[config.mk]
export PLATFORM = sky130hd
export DESIGN_NAME = nmps_ctrl
export DESIGN_NICKNAME = d
export VERILOG_FILES = /design/src/rtl/nmps_pkg.sv /design/src/rtl/nmps_ctrl.sv
export SDC_FILE = /design/constraint.sdc
export NUM_CORES = 1
export LEC_CHECK = 0
export ABC_AREA = 1
export ABC_CLOCK_PERIOD_IN_PS = 1300
export BUFFER_PORTS_ARGS = -buffer_cell sky130_fd_sc_hd__clkbuf_2
export CELL_PAD_IN_SITES_DETAIL_PLACEMENT = 1
export CELL_PAD_IN_SITES_GLOBAL_PLACEMENT = 1
export CORE_UTILIZATION = 37
export CTS_BUF_LIST = sky130_fd_sc_hd__clkbuf_8
export DETAILED_ROUTE_END_ITERATION = 10
export GPL_ROUTABILITY_DRIVEN = 1
export PLACE_DENSITY = 0.84
export SYNTH_ARGS = -nofsm -noshare
export SYNTH_HDL_FRONTEND = slang
export SYNTH_SLANG_ARGS = --single-unit
[constraint.sdc]
create_clock -name clock -period 1.3 [get_ports clock]
set_input_delay 0.13 -clock clock [delete_from_list [all_inputs] [get_ports clock]]
set_output_delay 0.13 -clock clock [all_outputs]
set_load 0.03 [all_outputs]
[src/rtl/nmps_pkg.sv]
// Shared types and constants of the nearest map point search block.
package nmps_pkg;

   localparam int COORD_FIELD_W = 24;
   localparam int INDEX_FIELD_W = 10;
   localparam int LEN_W         = 11;
   localparam int DIST_W        = 25;

   localparam logic [DIST_W-1:0] DIST_MAX = '1;

   localparam logic CMD_WRITE = 1'b0;
   localparam logic CMD_QUERY = 1'b1;

   typedef enum logic [2:0] {
      ST_IDLE,
      ST_SCAN,
      ST_DRAIN,
      ST_ROOT,
      ST_OUT
   } nmps_state_type;

   typedef struct packed {
      logic                             cmd;
      logic [INDEX_FIELD_W-1:0]         point_index;
      logic signed [COORD_FIELD_W-1:0]  coord_x;
      logic signed [COORD_FIELD_W-1:0]  coord_y;
   } nmps_req_type;

   typedef struct packed {
      logic                     found;
      logic [INDEX_FIELD_W-1:0] nearest_index;
      logic [DIST_W-1:0]        nearest_distance;
   } nmps_rsp_type;

   typedef struct packed {
      logic mem_write;
      logic load_query;
      logic rd_en;
      logic root_start;
      logic load_rsp;
   } nmps_cmd_type;

   typedef struct packed {
      logic pipe_busy;
      logic root_done;
   } nmps_status_type;

endpackage

[src/rtl/nmps_ctrl.sv]
// Controller: handshakes, length register, scan counter and query sequencing.
module nmps_ctrl #(
   parameter int MAP_DEPTH = 1024
) (
   input  logic                              clock,
   input  logic                              reset,
   input  logic                              req_valid,
   input  logic                              req_cmd,
   output logic                              req_stall,
   output logic                              rsp_valid,
   input  logic                              rsp_stall,
   input  logic                              csr_write_enable,
   input  logic [nmps_pkg::LEN_W-1:0]        csr_write_data,
   input  nmps_pkg::nmps_status_type         status,
   output nmps_pkg::nmps_cmd_type            cmd,
   output logic [$clog2(MAP_DEPTH)-1:0]      rd_addr
);
   import nmps_pkg::*;

   localparam int IDX_W = $clog2(MAP_DEPTH);
   localparam int CNT_W = $clog2(MAP_DEPTH + 1);

   nmps_state_type   state_ff, state_in;
   logic [CNT_W-1:0] cnt_ff, cnt_in;
   logic [CNT_W-1:0] len_ff, len_in;
   logic [LEN_W-1:0] map_length_ff, map_length_in;
   logic             rsp_valid_ff, rsp_valid_in;
   logic [CNT_W-1:0] len_eff;

   // clamp the programmed length to the map depth
   assign len_eff = (32'(map_length_ff) > 32'(MAP_DEPTH)) ? CNT_W'(MAP_DEPTH)
                                                          : CNT_W'(map_length_ff);

   assign map_length_in = csr_write_enable ? csr_write_data : map_length_ff;

   always_ff @(posedge clock) begin
      if (reset) begin
         state_ff      <= ST_IDLE;
         cnt_ff        <= '0;
         len_ff        <= '0;
         map_length_ff <= '0;
         rsp_valid_ff  <= 1'b0;
      end else begin
         state_ff      <= state_in;
         cnt_ff        <= cnt_in;
         len_ff        <= len_in;
         map_length_ff <= map_length_in;
         rsp_valid_ff  <= rsp_valid_in;
      end
   end

   always_comb begin
      state_in     = state_ff;
      cnt_in       = cnt_ff;
      len_in       = len_ff;
      cmd          = '0;
      req_stall    = 1'b1;
      rsp_valid_in = rsp_valid_ff & rsp_stall;
      unique case (state_ff)
         ST_IDLE: begin
            req_stall = 1'b0;
            if (req_valid) begin
               if (req_cmd == CMD_QUERY) begin
                  cmd.load_query = 1'b1;
                  cnt_in         = '0;
                  len_in         = len_eff;
                  state_in       = ST_SCAN;
               end else begin
                  cmd.mem_write = 1'b1;
               end
            end
         end
         ST_SCAN: begin
            if (cnt_ff == len_ff) begin
               state_in = ST_DRAIN;
            end else begin
               cmd.rd_en = 1'b1;
               cnt_in    = cnt_ff + CNT_W'(1);
            end
         end
         ST_DRAIN: begin
            // wait for the last entry to pass the compare stage
            if (!status.pipe_busy) begin
               cmd.root_start = 1'b1;
               state_in       = ST_ROOT;
            end
         end
         ST_ROOT: begin
            if (status.root_done) begin
               state_in = ST_OUT;
            end
         end
         ST_OUT: begin
            // hold until the output word is free
            if (!rsp_valid_ff || !rsp_stall) begin
               cmd.load_rsp = 1'b1;
               rsp_valid_in = 1'b1;
               state_in     = ST_IDLE;
            end
         end
         default: begin
            state_in = ST_IDLE;
         end
      endcase
   end

   assign rd_addr   = cnt_ff[IDX_W-1:0];
   assign rsp_valid = rsp_valid_ff;

endmodule

Word level (Yosys, flattened, before mapping)
Index checks and enable logic that the tools add are counted.

word-level totals
  register bits = 37
  input bits = 19
  logic and storage cells = 53
  output and inout bits = 17

cells by class
  bitwise operators = 1
  mux-type cells = 25
  reductions and logical operators = 8
  $lt $le $gt $ge = 1
  $add $sub $neg = 1
  eq/ne operators = 12

operators with widths
  cell                                           count
  two-way mux 11 bit                             4
  one-hot mux 11 bit (2 select lines)            1
  two-way mux 3 bit                              6
  one-hot mux 3 bit (5 select lines)             1
  inequality test 2 bit, second input constant   7
  adder 11 x 1 -> 11 bit, second input constant  1
  == test 11 bit                                 1
  > comparator 11 bit, second input constant     1
  two-way mux 1 bit                              11
  == test 3 x 2 -> 1 bit, second input constant  2
  AND reduction 6 bit                            1
  two-way mux 2 bit                              2
  AND reduction 4 bit                            1
  == test 3 x 1 -> 1 bit, second input constant  1
  == test 3 bit, second input constant           1
  logical NOT 3 bit                              1
  AND reduction 3 bit                            1
  logical NOT 1 bit                              2
  nonzero test 2 bit                             1
  AND 1 bit                                      1
  logical OR 1 bit                               1

Depth between registers and ports, before layout
  depth in word-level cells = 4
  gate-level depth with buffers = 12
  gate-level depth less buffers = 12

Worst setup path after synthesis
OpenSTA, ideal clock, no wires.

  path type = reg-to-output
  start point = register state_ff[2]
  end point = output port cmd[4] (netlist bit)
  cell stages (with the launch flop) = 4
  path slack = -0.328 ns
  path buffers = 0
  required time = 1.170 ns
  arrival time = 1.498 ns
  cell sequence = dfxtp_1 nor2_2 nand2_1 nor3b_1

RTL lines
  element                   line             source
  start: declaration        nmps_ctrl.sv:23  nmps_state_type state_ff, state_in;
  start signal: assignment  nmps_ctrl.sv:44  state_ff <= state_in;
  end: declaration          nmps_ctrl.sv:15  output nmps_pkg::nmps_cmd_type cmd,

Worst setup path after layout
  start point = register cnt_ff[5]
  end point = register state_ff[1]

between the ends
  cells in the longest elaborated chain, start to end = 3

ends and longest elaborated chain
  element                          line             source
  start: declaration               nmps_ctrl.sv:24  logic [CNT_W-1:0] cnt_ff, cnt_in;
  start signal: assignment         nmps_ctrl.sv:45  cnt_ff <= cnt_in;
  == test 11 bit                   nmps_ctrl.sv:74  if (cnt_ff == len_ff) begin
  inequality test 2 bit (no line)  n/a
  AND reduction 6 bit (no line)    n/a

No other way between the ends.
A chain may end at the register's enable or synchronous reset.

==> summary.txt <==
Logic synthesis
  • Leading area contributor after synthesis: dfxtp_1
  • Syn_area_per_cell: roughly 7 sq um
  • Post-synthesis sequential area ratio: 37.2%
  • Cell Area, Synth: 1990 sq um
  • Share of the synthesized area in the top cell type: 37.2%
  • Syn Inst Count: 290
  • Synth unique cells: 36
  • Synth warn: 0
  • Top cells by area, synth: dfxtp_1 (37%), nand2_1 (11%), nor2_1 (8.7%), o21ai_0 (5.8%), a21oi_1 (5.5%)
  • Syn_nets: a little over 300
  • Yosys reg bits: 37

Global route
  • Largest net degree at the start of global routing: 25
  • First-pass GRT wire length: 10300 um
  • Total Routing Usage GR: 24.7%
  • GRT met3 Usage: about 3.2%
  • Met2 Track Usage GR: about 44%
  • Grt ovf: 0
  • Grt peak-use layer: met2
  • Vias in the first global route: approximately 2200
  • Initial antenna violation count: 0
  • GR Util met1: roughly 30%

Detailed routing
  • DR WL/cell: approximately 21 um
  • DR pass1 iterations: 4
  • Remaining antenna violation count after routing: 0
  • Initial DRC count: between 150 and 200
  • Vias: 2403
  • Residual DRC: 0
  • WL final: between 9000 and 10000 um
  • Vias per cell: 5.42

Die
  • Die height: around 75 um
  • IO Count: 36
  • Placeable Area: between 5000 and 6000 sq um
  • Initial Util: about 39%
  • Die Wd: about 75 um
  • Die area: roughly 5700 sq um
  • Row count: 26

Power and ir drop
  • Peak VDD IR: roughly 1 mV
  • Cell leakage power: 1.41 nW
  • PD cells: approximately 2000 nW/um^2

Worst setup path
  • Critical path capture point type: flop
  • R2R setup slack: -480 ps
  • Worst path arrival time: ~2000 ps
  • WP data required: about 1500 ps
  • Worst path max stage delay: between 300 and 400 ps
  • CP Class: reg -> reg
  • Crit-path cells: inv_1 > nand2_1 > nand2_1 > nand2_1 > nor2_2 > nand3_2 > nand2_4 > buf_8 > buf_6 > nand4_1 > a21oi_2
  • Worst path most repeated cell: nand2_1
  • Worst Setup Start Kind: flop
  • Slowest CP cell: dfxtp_1
  • CP Buf/Inv Count: 3
  • Crit-path max FO: 6
  • Crit-path leading delay family: simple AND/OR/NAND/NOR gates

STA
  • Final min period: around 1800 ps
  • Setup TNS: -7030 ps
  • Final WS setup: -475 ps
  • Slew Limit Fails: 0
  • FMAX: roughly 0.56 GHz
  • Slew margin rel.: roughly 71%
  • Worst Hold Margin: ~51 ps
  • Skew final: around 8.3 ps
  • RSZ-0062 raised after global routing: yes
  • Setup violators final: 29
  • Actual slew at the worst max-slew pin: ~440 ps
  • Fin crit share: 137%
  • Final-report hold violation count: 0

Placement
  • Port bufs: 35
  • DP HPWL: just over 4000 um
  • Pre-CTS setup slack: -235 ps
  • Dpl cell area: between 2000 and 2500 sq um
  • RePlAce Congestion: between 0.7 and 0.8

Final layout
  • Register area: approximately 770 sq um
  • Fillers: 644
  • Share of layout cells above drive strength 1: 49.9%
  • Area grow syn2layout: 56.8%
  • Multi-input gate area: ~1200 sq um
  • Final Net Count: 392
  • Antenna Cells: 0
  • Design Area, Final: around 3100 sq um
  • Post-layout util: between 60% and 70%

Run status
  • Status: complete, but fails checks
  • Failing checks: negative setup slack

Flow run
  • Max-cap violation count: 0

Clock tree
  • H-tree levels: 2
  • Inserted Clock Buffers: 5
  • Max Root-Sink Buffers: 2
  • Clock transition at path regs: 90 ps
  • CTS tree: built
  • Clk_lat worst skew: between 300 and 400 ps
  • Sink Count: 37
  • Post-CTS Hold Buffers: 0
  • Root buffer cell: clkbuf_8

Hold path
  • Hold crit path type: in -> reg
metal layers:
layer,part of all wire (%),vias to the layer above
met3,4.6,30
met5,0,-
li1,-,1083
met1,39,1206
met2,53,84
met4,3.9,0
worst paths after layout:
| path | cells after the start | end | start |
|---|---|---|---|
| max | 11 | state_ff[1] | cnt_ff[5] |
| max reg2reg | 11 | state_ff[1] | cnt_ff[5] |
| min reg2reg | 2 | len_ff[9] | map_length_ff[9] |
| min | 3 | map_length_ff[8] | csr_write_data[8] |
sequential cells by signal (all words and copies together) (netlist names):
| name | count |
|---|---|
| rsp_valid | 1 |
| state_ff | 3 |
| map_length_ff | 11 |
| len_ff | 11 |
| cnt_ff | 11 |
cells in the mapped netlist:
master / n
o21ai_0: 23
nand2_4: 2
clkinv_1: 1
nor3_4: 1
a22oi_1: 1
buf_6: 2
nor2_4: 1
o22ai_1: 1
nand4_1: 4
nand3b_1: 1
nand3_2: 1
o21a_1: 1
a21oi_2: 4
buf_2: 1
dfxtp_1: 37
nor3b_1: 2
a31o_2: 1
or2_1: 1
inv_1: 27
nor4_1: 2
nor3_2: 1
nand3_1: 8
clkbuf_1: 7
nand2_2: 3
xnor2_1: 4
a21oi_1: 22
buf_4: 11
xor2_1: 2
nor2_2: 2
inv_2: 3
nor3_1: 5
a211oi_1: 1
nor2_1: 46
ha_1: 1
nand2_1: 57
o21ai_1: 3
through the flow:
step	total power, mW	std cells
2_1_floorplan	3.10	290
3_3_place_gp	3.76	410
3_5_place_dp	3.86	410
4_1_cts	5.28	428
5_1_grt	6.59	443
6_report	6.35	443
cell families after synthesis:
kind of cell / share of synthesized area [%]
AO/OA/AOI/OAI: 15.7
flip-flops: 37.2
buffers and inverters: 12.7
AND/OR/NAND/NOR: 31.1
adder cells (fa/ha/maj): 0.628
XOR/XNOR: 2.64
tightest hold or removal path, stage by stage:
cell,delay (ps)
clkbuf_2,80
nor2_1,40
nor2_1,80
power by group:
group	total, mW	internal (mW)	switching (mW)
logic	3.78	1.68	2.10
registers	1.70	1.41	0.284
clock network	0.870	0.381	0.489
cell usage in the layout (no fill, tap or decap), types with 2 or more instances in the layout:
cell type	instances
inv_1	22
nand4_1	4
dfxtp_4	6
xnor2_1	2
nor2_2	9
nand2_4	5
clkinv_4	2
a21oi_1	16
clkbuf_8	7
nand2_2	9
inv_2	7
buf_6	15
buf_4	40
nand3_2	2
clkbuf_16	3
xnor2_2	2
o21ai_2	8
clkbuf_2	29
buf_8	5
dfxtp_2	9
o21ai_0	16
nor3_1	4
nor2_4	4
nand2_1	48
dfxtp_1	22
nor3_4	2
nand3_1	7
o21ai_1	2
a21oi_2	9
nor2_1	36
layout make-up:
class,count,area share (%)
multi-input cells,202,39.5
repair buffers,95,26.0
flip-flops and latches,37,24.8
inverters,31,3.89
clock inverters,3,0.722
clock buffers,5,2.21
well taps,70,2.81
timing repair:
action,4_1_cts,5_1_grt
hold endpoints to repair,0,0
buffers inserted,10,13
pin swaps,13,35
gates cloned,0,4
resized for setup,41,78
endpoints found under the setup margin,29,29
Power figures use the tool's default switching activity.
